**config.mk**
```make
export PLATFORM = sky130hd
export DESIGN_NAME = sonar_frame_parser_core
export DESIGN_NICKNAME = d
export VERILOG_FILES = /design/src/rtl/core/sfp_pkg.sv /design/src/rtl/core/sfp_cfg_regs.sv /design/src/rtl/core/sfp_parser.sv /design/src/rtl/core/sonar_frame_parser_core.sv
export SDC_FILE = /design/constraint.sdc
export NUM_CORES = 1
export LEC_CHECK = 0
export BUFFER_PORTS_ARGS = -buffer_cell sky130_fd_sc_hd__buf_4
export CORE_ASPECT_RATIO = 0.7
export CORE_MARGIN = 5
export CORE_UTILIZATION = 29
export DETAILED_ROUTE_END_ITERATION = 7
export GPL_TIMING_DRIVEN = 0
export PLACE_DENSITY = 0.54
export SYNTH_ARGS = -nofsm -noshare
export SYNTH_HDL_FRONTEND = slang
export SYNTH_HIERARCHICAL = 1
export SYNTH_SLANG_ARGS = --single-unit
```
**constraint.sdc**
```tcl
create_clock -name i_clk -period 11.7 [get_ports i_clk]
set_input_delay 0 -clock i_clk [delete_from_list [all_inputs] [get_ports i_clk]]
set_output_delay 0 -clock i_clk [all_outputs]
set_load 0.01 [all_outputs]
```
**src/rtl/core/sfp_pkg.sv**
```systemverilog
// ----------------------------------------------------------------------------
// Sonar frame parser package
// Shared types and constants for the sonar frame parser core.
// ----------------------------------------------------------------------------
package sfp_pkg;

    localparam int KEPT_BYTES = 5;

    typedef enum logic [3:0] {
        PH_HDR1    = 4'd0,
        PH_HDR2    = 4'd1,
        PH_LEN_L   = 4'd2,
        PH_LEN_H   = 4'd3,
        PH_ID_L    = 4'd4,
        PH_ID_H    = 4'd5,
        PH_SRC     = 4'd6,
        PH_DST     = 4'd7,
        PH_PAYLOAD = 4'd8,
        PH_SUM_L   = 4'd9,
        PH_SUM_H   = 4'd10
    } t_phase;

    typedef enum logic {
        REG_HEADER_FIRST  = 1'b0,
        REG_HEADER_SECOND = 1'b1
    } t_reg_index;

    localparam logic [7:0] HEADER_FIRST_RESET  = 8'd66;
    localparam logic [7:0] HEADER_SECOND_RESET = 8'd82;

    typedef struct packed {
        logic [7:0] header_first;
        logic [7:0] header_second;
    } t_cfg;

    typedef struct packed {
        logic        frame_good;
        logic        checksum_error;
        logic [15:0] message_id;
        logic [31:0] distance_mm;
        logic [7:0]  confidence;
    } t_result;

endpackage

```
**src/rtl/core/sfp_cfg_regs.sv**
```systemverilog
// ----------------------------------------------------------------------------
// Sonar frame parser configuration registers
// APB-style register file holding the two frame header byte values.
// ----------------------------------------------------------------------------
module sfp_cfg_regs
    import sfp_pkg::*;
(
    input  logic        i_clk,
    input  logic        i_rst_n,
    input  logic        psel,
    input  logic        penable,
    input  logic        pwrite,
    input  logic [2:0]  paddr,
    input  logic [31:0] pwdata,
    output logic [31:0] prdata,
    output logic        pready,
    output t_cfg        o_cfg
);

    t_cfg       r_cfg;
    t_cfg       n_cfg;
    t_reg_index w_index;
    logic       w_write;

    assign pready  = 1'b1;
    assign w_index = t_reg_index'(paddr[2]);
    assign w_write = psel && penable && pwrite && pready;

    always_comb begin
        n_cfg = r_cfg;
        if (w_write) begin
            case (w_index)
                REG_HEADER_FIRST:  n_cfg.header_first  = pwdata[7:0];
                REG_HEADER_SECOND: n_cfg.header_second = pwdata[7:0];
                default:           n_cfg = r_cfg;
            endcase
        end
    end

    always_ff @(posedge i_clk) begin
        if (!i_rst_n) begin
            r_cfg.header_first  <= HEADER_FIRST_RESET;
            r_cfg.header_second <= HEADER_SECOND_RESET;
        end else begin
            r_cfg <= n_cfg;
        end
    end

    always_comb begin
        case (w_index)
            REG_HEADER_FIRST:  prdata = {24'd0, r_cfg.header_first};
            REG_HEADER_SECOND: prdata = {24'd0, r_cfg.header_second};
            default:           prdata = 32'd0;
        endcase
    end

    assign o_cfg = r_cfg;

endmodule

```
**src/rtl/core/sfp_parser.sv**
```systemverilog
// ----------------------------------------------------------------------------
// Sonar frame parser state machine
// Tracks frame phase, length, id, running sum and kept payload bytes, and
// forms the result for the byte being processed.
// ----------------------------------------------------------------------------
module sfp_parser
    import sfp_pkg::*;
(
    input  logic       i_clk,
    input  logic       i_rst_n,
    input  logic       i_step,
    input  logic [7:0] i_data_byte,
    input  t_cfg       i_cfg,
    output t_result    o_result
);

    t_phase      r_phase,          n_phase;
    logic [15:0] r_frame_length,   n_frame_length;
    logic [15:0] r_bytes_received, n_bytes_received;
    logic [15:0] r_frame_id,       n_frame_id;
    logic [15:0] r_running_sum,    n_running_sum;
    logic [7:0]  r_sum_low,        n_sum_low;
    logic [7:0]  r_kept [KEPT_BYTES];
    logic [7:0]  n_kept [KEPT_BYTES];
    logic [15:0] w_byte_ext;

    assign w_byte_ext = {8'd0, i_data_byte};

    // Next state.
    always_comb begin
        n_phase          = r_phase;
        n_frame_length   = r_frame_length;
        n_bytes_received = r_bytes_received;
        n_frame_id       = r_frame_id;
        n_running_sum    = r_running_sum;
        n_sum_low        = r_sum_low;
        for (int i = 0; i < KEPT_BYTES; i++) begin
            n_kept[i] = r_kept[i];
        end
        case (r_phase)
            PH_HDR2: begin
                if (i_data_byte == i_cfg.header_second) begin
                    n_running_sum = r_running_sum + {8'd0, i_cfg.header_second};
                    n_phase       = PH_LEN_L;
                end else begin
                    n_phase = PH_HDR1;
                end
            end
            PH_LEN_L: begin
                n_frame_length = w_byte_ext;
                n_running_sum  = r_running_sum + w_byte_ext;
                n_phase        = PH_LEN_H;
            end
            PH_LEN_H: begin
                n_frame_length   = {i_data_byte, r_frame_length[7:0]};
                n_bytes_received = 16'd0;
                n_running_sum    = r_running_sum + w_byte_ext;
                n_phase          = PH_ID_L;
            end
            PH_ID_L: begin
                n_frame_id    = w_byte_ext;
                n_running_sum = r_running_sum + w_byte_ext;
                n_phase       = PH_ID_H;
            end
            PH_ID_H: begin
                n_frame_id    = {i_data_byte, r_frame_id[7:0]};
                n_running_sum = r_running_sum + w_byte_ext;
                n_phase       = PH_SRC;
            end
            PH_SRC: begin
                n_running_sum = r_running_sum + w_byte_ext;
                n_phase       = PH_DST;
            end
            PH_DST: begin
                n_running_sum = r_running_sum + w_byte_ext;
                // An empty payload goes straight to the checksum bytes.
                n_phase = (r_frame_length == 16'd0) ? PH_SUM_L : PH_PAYLOAD;
            end
            PH_PAYLOAD: begin
                for (int i = 0; i < KEPT_BYTES; i++) begin
                    if (r_bytes_received == 16'(i)) begin
                        n_kept[i] = i_data_byte;
                    end
                end
                n_bytes_received = r_bytes_received + 16'd1;
                n_running_sum    = r_running_sum + w_byte_ext;
                if (n_bytes_received >= r_frame_length) begin
                    n_phase = PH_SUM_L;
                end
            end
            PH_SUM_L: begin
                n_sum_low = i_data_byte;
                n_phase   = PH_SUM_H;
            end
            PH_SUM_H: begin
                n_phase = PH_HDR1;
            end
            default: begin
                n_phase = PH_HDR1;
                if (i_data_byte == i_cfg.header_first) begin
                    n_running_sum = {8'd0, i_cfg.header_first};
                    n_phase       = PH_HDR2;
                end
            end
        endcase
    end

    // Result for the byte being processed.
    always_comb begin
        o_result.frame_good     = 1'b0;
        o_result.checksum_error = 1'b0;
        if (r_phase == PH_SUM_H) begin
            if ({i_data_byte, r_sum_low} == r_running_sum) begin
                o_result.frame_good = 1'b1;
            end else begin
                o_result.checksum_error = 1'b1;
            end
        end
        o_result.message_id  = n_frame_id;
        o_result.distance_mm = {n_kept[3], n_kept[2], n_kept[1], n_kept[0]};
        o_result.confidence  = n_kept[4];
    end

    always_ff @(posedge i_clk) begin
        if (!i_rst_n) begin
            r_phase          <= PH_HDR1;
            r_frame_length   <= 16'd0;
            r_bytes_received <= 16'd0;
            r_frame_id       <= 16'd0;
            r_running_sum    <= 16'd0;
            r_sum_low        <= 8'd0;
            for (int i = 0; i < KEPT_BYTES; i++) begin
                r_kept[i] <= 8'd0;
            end
        end else if (i_step) begin
            r_phase          <= n_phase;
            r_frame_length   <= n_frame_length;
            r_bytes_received <= n_bytes_received;
            r_frame_id       <= n_frame_id;
            r_running_sum    <= n_running_sum;
            r_sum_low        <= n_sum_low;
            for (int i = 0; i < KEPT_BYTES; i++) begin
                r_kept[i] <= n_kept[i];
            end
        end
    end

endmodule

```
**src/rtl/core/sonar_frame_parser_core.sv**
```systemverilog
// ----------------------------------------------------------------------------
// Sonar frame parser core
// Byte-stream tracker for a length-prefixed sonar frame with additive checksum.
// ----------------------------------------------------------------------------
// One received byte per request goes in and one result comes out for each
// byte. A byte is held in an input register, processed by the parser and
// lands in an output register; the core sustains one byte per clock while
// the output is not stalled. The rate rests on the parser updating its state
// (phase, length, 16-bit running sum) once per byte. frame_good or
// checksum_error pulses only on the last checksum byte; message_id,
// distance_mm and confidence show the parser's kept values after each byte.
// Header byte values are to be set through the APB port (header_first at
// 0x0, header_second at 0x4) only while idle; the core does not enforce it.
module sonar_frame_parser_core
    import sfp_pkg::*;
(
    input  logic        i_clk,
    input  logic        i_rst_n,
    input  logic        psel,
    input  logic        penable,
    input  logic        pwrite,
    input  logic [2:0]  paddr,
    input  logic [31:0] pwdata,
    output logic [31:0] prdata,
    output logic        pready,
    input  logic        i_in_valid,
    output logic        o_in_stall,
    input  logic [7:0]  i_data_byte,
    output logic        o_out_valid,
    input  logic        i_out_stall,
    output logic        o_frame_good,
    output logic        o_checksum_error,
    output logic [15:0] o_message_id,
    output logic [31:0] o_distance_mm,
    output logic [7:0]  o_confidence
);

    t_cfg       w_cfg;
    t_result    w_result;
    t_result    r_result;
    logic       r_in_valid;
    logic [7:0] r_in_byte;
    logic       r_out_valid;
    logic       w_step;
    logic       w_accept;

    sfp_cfg_regs u_cfg_regs (
        .i_clk   (i_clk),
        .i_rst_n (i_rst_n),
        .psel    (psel),
        .penable (penable),
        .pwrite  (pwrite),
        .paddr   (paddr),
        .pwdata  (pwdata),
        .prdata  (prdata),
        .pready  (pready),
        .o_cfg   (w_cfg)
    );

    // The held byte is processed whenever the output register can take it.
    assign w_step     = r_in_valid && (!r_out_valid || !i_out_stall);
    assign o_in_stall = r_in_valid && !w_step;
    assign w_accept   = i_in_valid && !o_in_stall;

    sfp_parser u_parser (
        .i_clk       (i_clk),
        .i_rst_n     (i_rst_n),
        .i_step      (w_step),
        .i_data_byte (r_in_byte),
        .i_cfg       (w_cfg),
        .o_result    (w_result)
    );

    always_ff @(posedge i_clk) begin
        if (!i_rst_n) begin
            r_in_valid <= 1'b0;
        end else if (w_accept) begin
            r_in_valid <= 1'b1;
        end else if (w_step) begin
            r_in_valid <= 1'b0;
        end
    end

    always_ff @(posedge i_clk) begin
        if (w_accept) begin
            r_in_byte <= i_data_byte;
        end
    end

    always_ff @(posedge i_clk) begin
        if (!i_rst_n) begin
            r_out_valid <= 1'b0;
        end else if (w_step) begin
            r_out_valid <= 1'b1;
        end else if (!i_out_stall) begin
            r_out_valid <= 1'b0;
        end
    end

    always_ff @(posedge i_clk) begin
        if (w_step) begin
            r_result <= w_result;
        end
    end

    assign o_out_valid      = r_out_valid;
    assign o_frame_good     = r_result.frame_good;
    assign o_checksum_error = r_result.checksum_error;
    assign o_message_id     = r_result.message_id;
    assign o_distance_mm    = r_result.distance_mm;
    assign o_confidence     = r_result.confidence;

endmodule
```
After elaboration in Yosys (flattened, before gate mapping)
Memory sizes are Yosys's and may differ from the RTL's.
Cells that the tools add are included.
{"block": "word_totals", "regBits": 160, "ramBits": 40, "input_bits": 50, "out_inout_bits": 93, "memories": 1}
{"name": "u_parser.r_kept", "words": 5, "width": 8, "rd": 5, "rd_ports_with_merged_regs": 0, "wr": 5, "line_no": "sfp_parser.sv:23", "text": "logic [7:0] r_kept [KEPT_BYTES];"}
{"block": "op_classes", "addsub": 3, "magnitude_cmp": 1, "n_eq_ne": 20, "n_mux": 33, "bitwise": 8, "reduce_logical": 26}
{"cell": "one-hot mux 16 bit (2 select lines)", "count": 3}
{"cell": "2-to-1 mux 8 bit", "count": 10}
{"cell": "one-hot mux 32 bit (2 select lines)", "count": 1}
{"cell": "one-hot mux 16 bit (3 select lines)", "count": 1}
{"cell": "2-to-1 mux 40 bit", "count": 1}
{"cell": "one-hot mux 4 bit (10 select lines)", "count": 1}
{"cell": "adder 16 x 8 -> 16 bit", "count": 2}
{"cell": "== test 16 x 2 -> 1 bit, second input constant", "count": 2}
{"cell": "zero test 16 bit", "count": 2}
{"cell": "2-to-1 mux 16 bit", "count": 2}
{"cell": "adder 16 x 1 -> 16 bit, second input constant", "count": 1}
{"cell": "== test 16 x 1 -> 1 bit, second input constant", "count": 1}
{"cell": "== test 16 bit", "count": 1}
{"cell": "== test 16 x 3 -> 1 bit, second input constant", "count": 1}
{"cell": "== test 4 x 3 -> 1 bit, second input constant", "count": 4}
{"cell": "== test 8 bit", "count": 2}
{"cell": ">= comparator 16 bit", "count": 1}
{"cell": "== test 4 bit, second input constant", "count": 3}
{"cell": "2-to-1 mux 1 bit", "count": 12}
{"cell": "AND reduction 2 bit", "count": 6}
{"cell": "== test 4 x 2 -> 1 bit, second input constant", "count": 2}
{"cell": "OR reduction 7 bit", "count": 1}
{"cell": "!= test 2 x 1 -> 1 bit, second input constant", "count": 3}
{"cell": "nonzero test 2 bit", "count": 3}
{"cell": "other kinds (12)", "count": 25}

Depth between registers and ports, before layout
{"block": "depth", "depth_word": 8, "depth_mapped": 13}

Modules after synthesis
The synthesis kept the hierarchy.
{"module": "sfp_parser", "instances": 1, "cells_per_inst": 769, "area_per_inst_um2": 7109.3, "seq_area_each_um2": 2722.6}
{"module": "sonar_frame_parser_core", "instances": 1, "cells_per_inst": 74, "area_per_inst_um2": 2065.7, "seq_area_each_um2": 2021.9}
{"module": "sfp_cfg_regs", "instances": 1, "cells_per_inst": 100, "area_per_inst_um2": 963.4, "seq_area_each_um2": 320.3}

Least setup slack after synthesis
OpenSTA, ideal clock, no wires.
{"block": "synth_timing", "path_kind": "register to register", "start": "register r_in_valid", "end": "memory u_parser.r_kept[0][0] (enable)", "setup_ps": 398, "arrival_time_ps": 6201, "required_time_ps": 11302, "setup_slack_ps": 5101, "path_stages_with_launch": 6, "n_path_buf": 2, "path_cell_list": "dfxtp_1 a21boi_0 clkbuf_1 inv_1 clkbuf_1 nand2_1"}
{"element": "from (decl)", "line_no": "sonar_frame_parser_core.sv:41", "text": "logic r_in_valid;"}
{"element": "from (signal assigned)", "line_no": "sonar_frame_parser_core.sv:76", "text": "r_in_valid <= 1'b0;"}
{"element": "from (signal assigned)", "line_no": "sonar_frame_parser_core.sv:78", "text": "r_in_valid <= 1'b1;"}
{"element": "from (signal assigned)", "line_no": "sonar_frame_parser_core.sv:80", "text": "r_in_valid <= 1'b0;"}
{"element": "to (decl)", "line_no": "sfp_parser.sv:23"}

Worst setup path in the final report
{"block": "layout_timing", "start": "register u_parser.r_phase[3]", "end": "register u_parser.r_running_sum[10]"}
{"block": "layout_via", "elab_chain_len": 4, "elab_cells_between_ends": 17, "classes_between": "11 x eq/ne; 1 x mux; 1 x bitwise; 4 x reduce/logical"}
{"element": "from (decl)", "line_no": "sfp_parser.sv:17", "text": "t_phase r_phase, n_phase;"}
{"element": "from (signal assigned)", "line_no": "sfp_parser.sv:136", "text": "r_phase <= n_phase;"}
{"element": "== test 4 x 2 -> 1 bit, or another cell as far along", "line_no": "sfp_parser.sv:40", "text": "case (r_phase)"}
{"element": "OR reduction 7 bit (no source line) / OR reduction 2 bit (equally long branches)"}
{"element": "nonzero test 3 bit (no source line) / NOT 1 bit (equally long branches)"}
{"element": "AND reduction 4 bit (no source line)"}
{"element": "to (signal assigned)", "line_no": "sfp_parser.sv:140", "text": "r_running_sum <= n_running_sum;"}
{"element": "to (decl)", "line_no": "sfp_parser.sv:21", "text": "logic [15:0] r_running_sum, n_running_sum;"}
Parallel ways exist; a longest one is shown, timed or not.
A chain may end at the register's enable or synchronous reset.

==> results.toml <==
[power]
p_int_uw = 1150
vdd_drop_max_uv = 98.4
total_power_uw = 1530
power_leakage_uw = 0.00488
p_comb_share_pct = 9.3
power_frac_seq_pct = 50.3
p_sw_share_pct = 25.2
powerDensity_nw_per_um2 = 123
p_switching_uw = 386
clock_power_share_pct = 40.4

[clock_tree]
clk_latency_ns = 0.45
cts_root_buf = "clkbuf_16"
cts_setup_buffers = 0
cts.clk_slew.worst_paths_ns = 0.08
h-tree-depth = 4
numCtsBuffers = 17
cts_tree = "done"
clock_path_buffers = 2
cts_num_sinks = 200

[critical_path]
worst-setup-path-type = "reg2reg"
arrival_ns = 4.59
start_kind = "flip-flop"
worstSetupEndpointType = "flip-flop"
reg2reg_from = "u_parser/r_phase[3]"
path_max_fanout = 9
reg2reg_slack_ns = 7.44
timing.rr.end = "u_parser/r_running_sum[10]"
r2r_cells = 13
required_ns = 12.03

[sta]
rsz0062_at_grt = "false"
timing.fmax_mhz = 235
finalClockSkew_ns = 0.0191
post-route-period-util_pct = 36.4
finalMaxSlewViolations = 0
tightest_slew_ns = 0.968
setup_viol = 0
fin_crit_ns = 4.26
tns_ns = 0
max-slew-margin-rel_pct = 35.4
finalHoldViolations = 0

[synth]
netlist_area_um2 = 10100
synth_edf_count = 106
ys_top_cells_by_area = "edfxtp_1 (31%), dfxtp_1 (19%), mux2_2 (7.3%), ha_1 (3.6%), nand2_1 (3.4%)"
syn_avg_cell_area_um2 = 10.8
ys_async_sr_fraction_pct = 0
yosys.area.top_type = "edfxtp_1"
synth_cells = 943
seq_area_frac_synth_pct = 50.0
yosysWarnings = 6
synth_cell_type_count = 73
synth_top_area_share_pct = 31.4
ys_seq_elements = 200
synth-main-ff-cell = "edfxtp_1"

[detailed_routing]
drtAntennaViolNets = 0
vias = 7431
routed_wl_um = 27600
drt-initial-drc-count = 665
post_drt_wl_per_cell_um = 17.4
drc = 0
avgViaCountPerCell = 4.68
drtPass1Iterations = 5

[final_layout]
utilization_pct = 35.9
nFillCells = 3446
drive_gt1_share_pct = 23.0
syn_to_final_growth_pct = 22.5
layout.nets = 1183
antennaDiodeCount = 0
stdcell_count = 1588

[global_route]
grt_overflow_total = 0
grt_max_degree = 38
grt_pass1_vias = 7317
grtUsageTotal_pct = 14.3
antenna_found_initial = 0
grt_first_pass_wirelength_um = 43400

[placement]
portBuffers = 91
place_hpwl_um = 19600
gp_congestion = 0.824
place_inst = 1532

[floorplanning]
core_area_um2 = 34600
rows = 57
initial_utilization_pct = 29.3
die-area_um2 = 38900
chipHeight_um = 166
die_w_um = 233
io_pins = 143

[min_path]
min_path_cells = 4
holdPathEnd = "u_cfg_regs/o_cfg[12]"
min_from = "pwrite"
hold_class = "in2reg"

[run]
maxCapViolCount = 0

[status]
outcome = "completed"
## sequential cells by signal (all words and copies together), names as in the netlist
name	count
u_parser/r_kept	40
o_distance_mm	32
o_message_id	16
u_cfg_regs/o_cfg	16
u_parser/r_bytes_received	16
u_parser/r_frame_id	16
u_parser/r_frame_length	16
u_parser/r_running_sum	16
o_confidence	8
r_in_byte	8
u_parser/r_sum_low	8
u_parser/r_phase	4
o_checksum_error	1
o_frame_good	1
o_out_valid	1
r_in_valid	1
## power groups by stage
stage	logic (uW)	clock network, uW	registers [uW]
after floorplan	74.2	0	791
after global placement	132	0	790
after detailed placement	136	0	787
after CTS	142	638	771
after global routing	153	670	773
final	142	620	771
## how the worst max path moves through the flow
stage / from / to / slack [ns] / depth (start not counted)
5_1_grt: u_parser/r_phase[2] / u_parser/r_running_sum[10] / 7.23 / 12
6_report: u_parser/r_phase[3] / u_parser/r_running_sum[10] / 7.44 / 13
2_1_floorplan: r_in_valid / u_parser/r_kept[0][0] / 5.10 / 5
3_3_place_gp: r_in_valid / u_parser/r_kept[0][38] / 1.18 / 5
4_1_cts: u_parser/r_phase[3] / u_parser/r_running_sum[10] / 7.50 / 13
3_5_place_dp: u_parser/r_phase[3] / u_parser/r_running_sum[10] / 7.52 / 13
## metrics by stage
stage / worst slack (ns) / cell area [um2] / hold WS [ns]
finish: 7.44 / 12400 / 0.0514
global route: 7.23 / 12400 / 0.0443
CTS: 7.50 / 12400 / 0.0295
global placement: 1.18 / 11500 / 0.180
floorplan: 5.10 / 10200 / 0.0989
detailed placement: 7.52 / 11600 / 0.180
## area by class of cell
type,count,area [um2],area share (%)
multi-input combinational,652,4570,36.8
clock inverter,14,181,1.46
timing repair buffer,118,983,7.92
clock buffer,18,429,3.45
sequential,200,5060,40.8
buffer,86,500,4.03
tap,472,591,4.75
inverter,28,105,0.846
## cells in the mapped netlist (3+ instances only)
cell type / instances
dfxtp_1: 94
xor2_1: 15
mux2_2: 66
buf_1: 5
clkbuf_1: 38
nand4_1: 14
and3_1: 4
a21oi_1: 47
edfxtp_1: 106
ha_1: 29
nand3b_1: 3
nand2_1: 92
or2_2: 3
inv_1: 28
buf_2: 7
nor4_4: 3
buf_6: 9
xnor2_1: 38
and2_1: 6
nor4_1: 11
a21o_1: 10
mux2i_1: 33
a22oi_1: 8
nand2b_1: 3
nand3_1: 23
o221ai_1: 3
nor2_1: 78
and2b_1: 40
a31oi_1: 5
a311oi_1: 6
o21ai_0: 21
nor3_1: 9
buf_4: 27
nor2b_1: 13
## cell families (layout without fill, tap and decap cells)
kind of cell    after synthesis  in the layout  share of synthesized area, %
xor+xnor                     53             53                          4.58
other cells                   2             25                        0.0741
flops                       200            200                          50.0
simple gates                319            319                          16.7
fa+ha+maj                    30             30                          3.78
mux                         100            100                          10.7
compound gates              125            125                          8.24
buf+inv                     114            264                          5.97
## layout by cell type, fill, tap and decap left out, drive strengths merged, types with 23 or more instances in the layout
cell type / Yosys / routed
o21ai: 23 / 23
dfxtp: 94 / 94
nor2: 79 / 79
a21oi: 47 / 47
ha: 29 / 29
xnor2: 38 / 38
nand2: 92 / 92
mux2i: 33 / 33
buf: 48 / 142
edfxtp: 106 / 106
dlygate4sd3: 0 / 24
mux2: 67 / 67
clkbuf: 38 / 56
inv: 28 / 34
nand3: 23 / 23
and2b: 40 / 40
conb: 2 / 25
## routing by layer
layer / global-route usage [%] / routed length, um / share of wire [%] / vias to the layer above
met3: 3.42 / 1580 / 5.7 / 16
met1: 21.3 / 13800 / 50 / 3608
met4: 2.68 / 223 / 0.81 / 0
met5: 0 / 0 / 0 / -
met2: 21.2 / 12000 / 43 / 216
li1: - / - / - / 3591
## critical path, stage by stage (launching register included)
cell,delay (ns)
dfxtp_1,0.31
buf_4,0.17
or4b_1,0.44
buf_2,0.21
o21ai_1,0.47
mux2_2,0.42
ha_1,0.22
fa_1,0.42
a21o_1,0.20
a21oi_1,0.23
o21ai_0,0.25
a31o_2,0.37
nand4_1,0.12
mux2_1,0.32
## what timing repair did
| action | 4_1_cts | 5_1_grt |
|---|---|---|
| resized for setup | 0 | 0 |
| hold endpoints to repair | 35 | 0 |
| hold buffers | 24 | 0 |
Power figures use the tool's default switching activity.
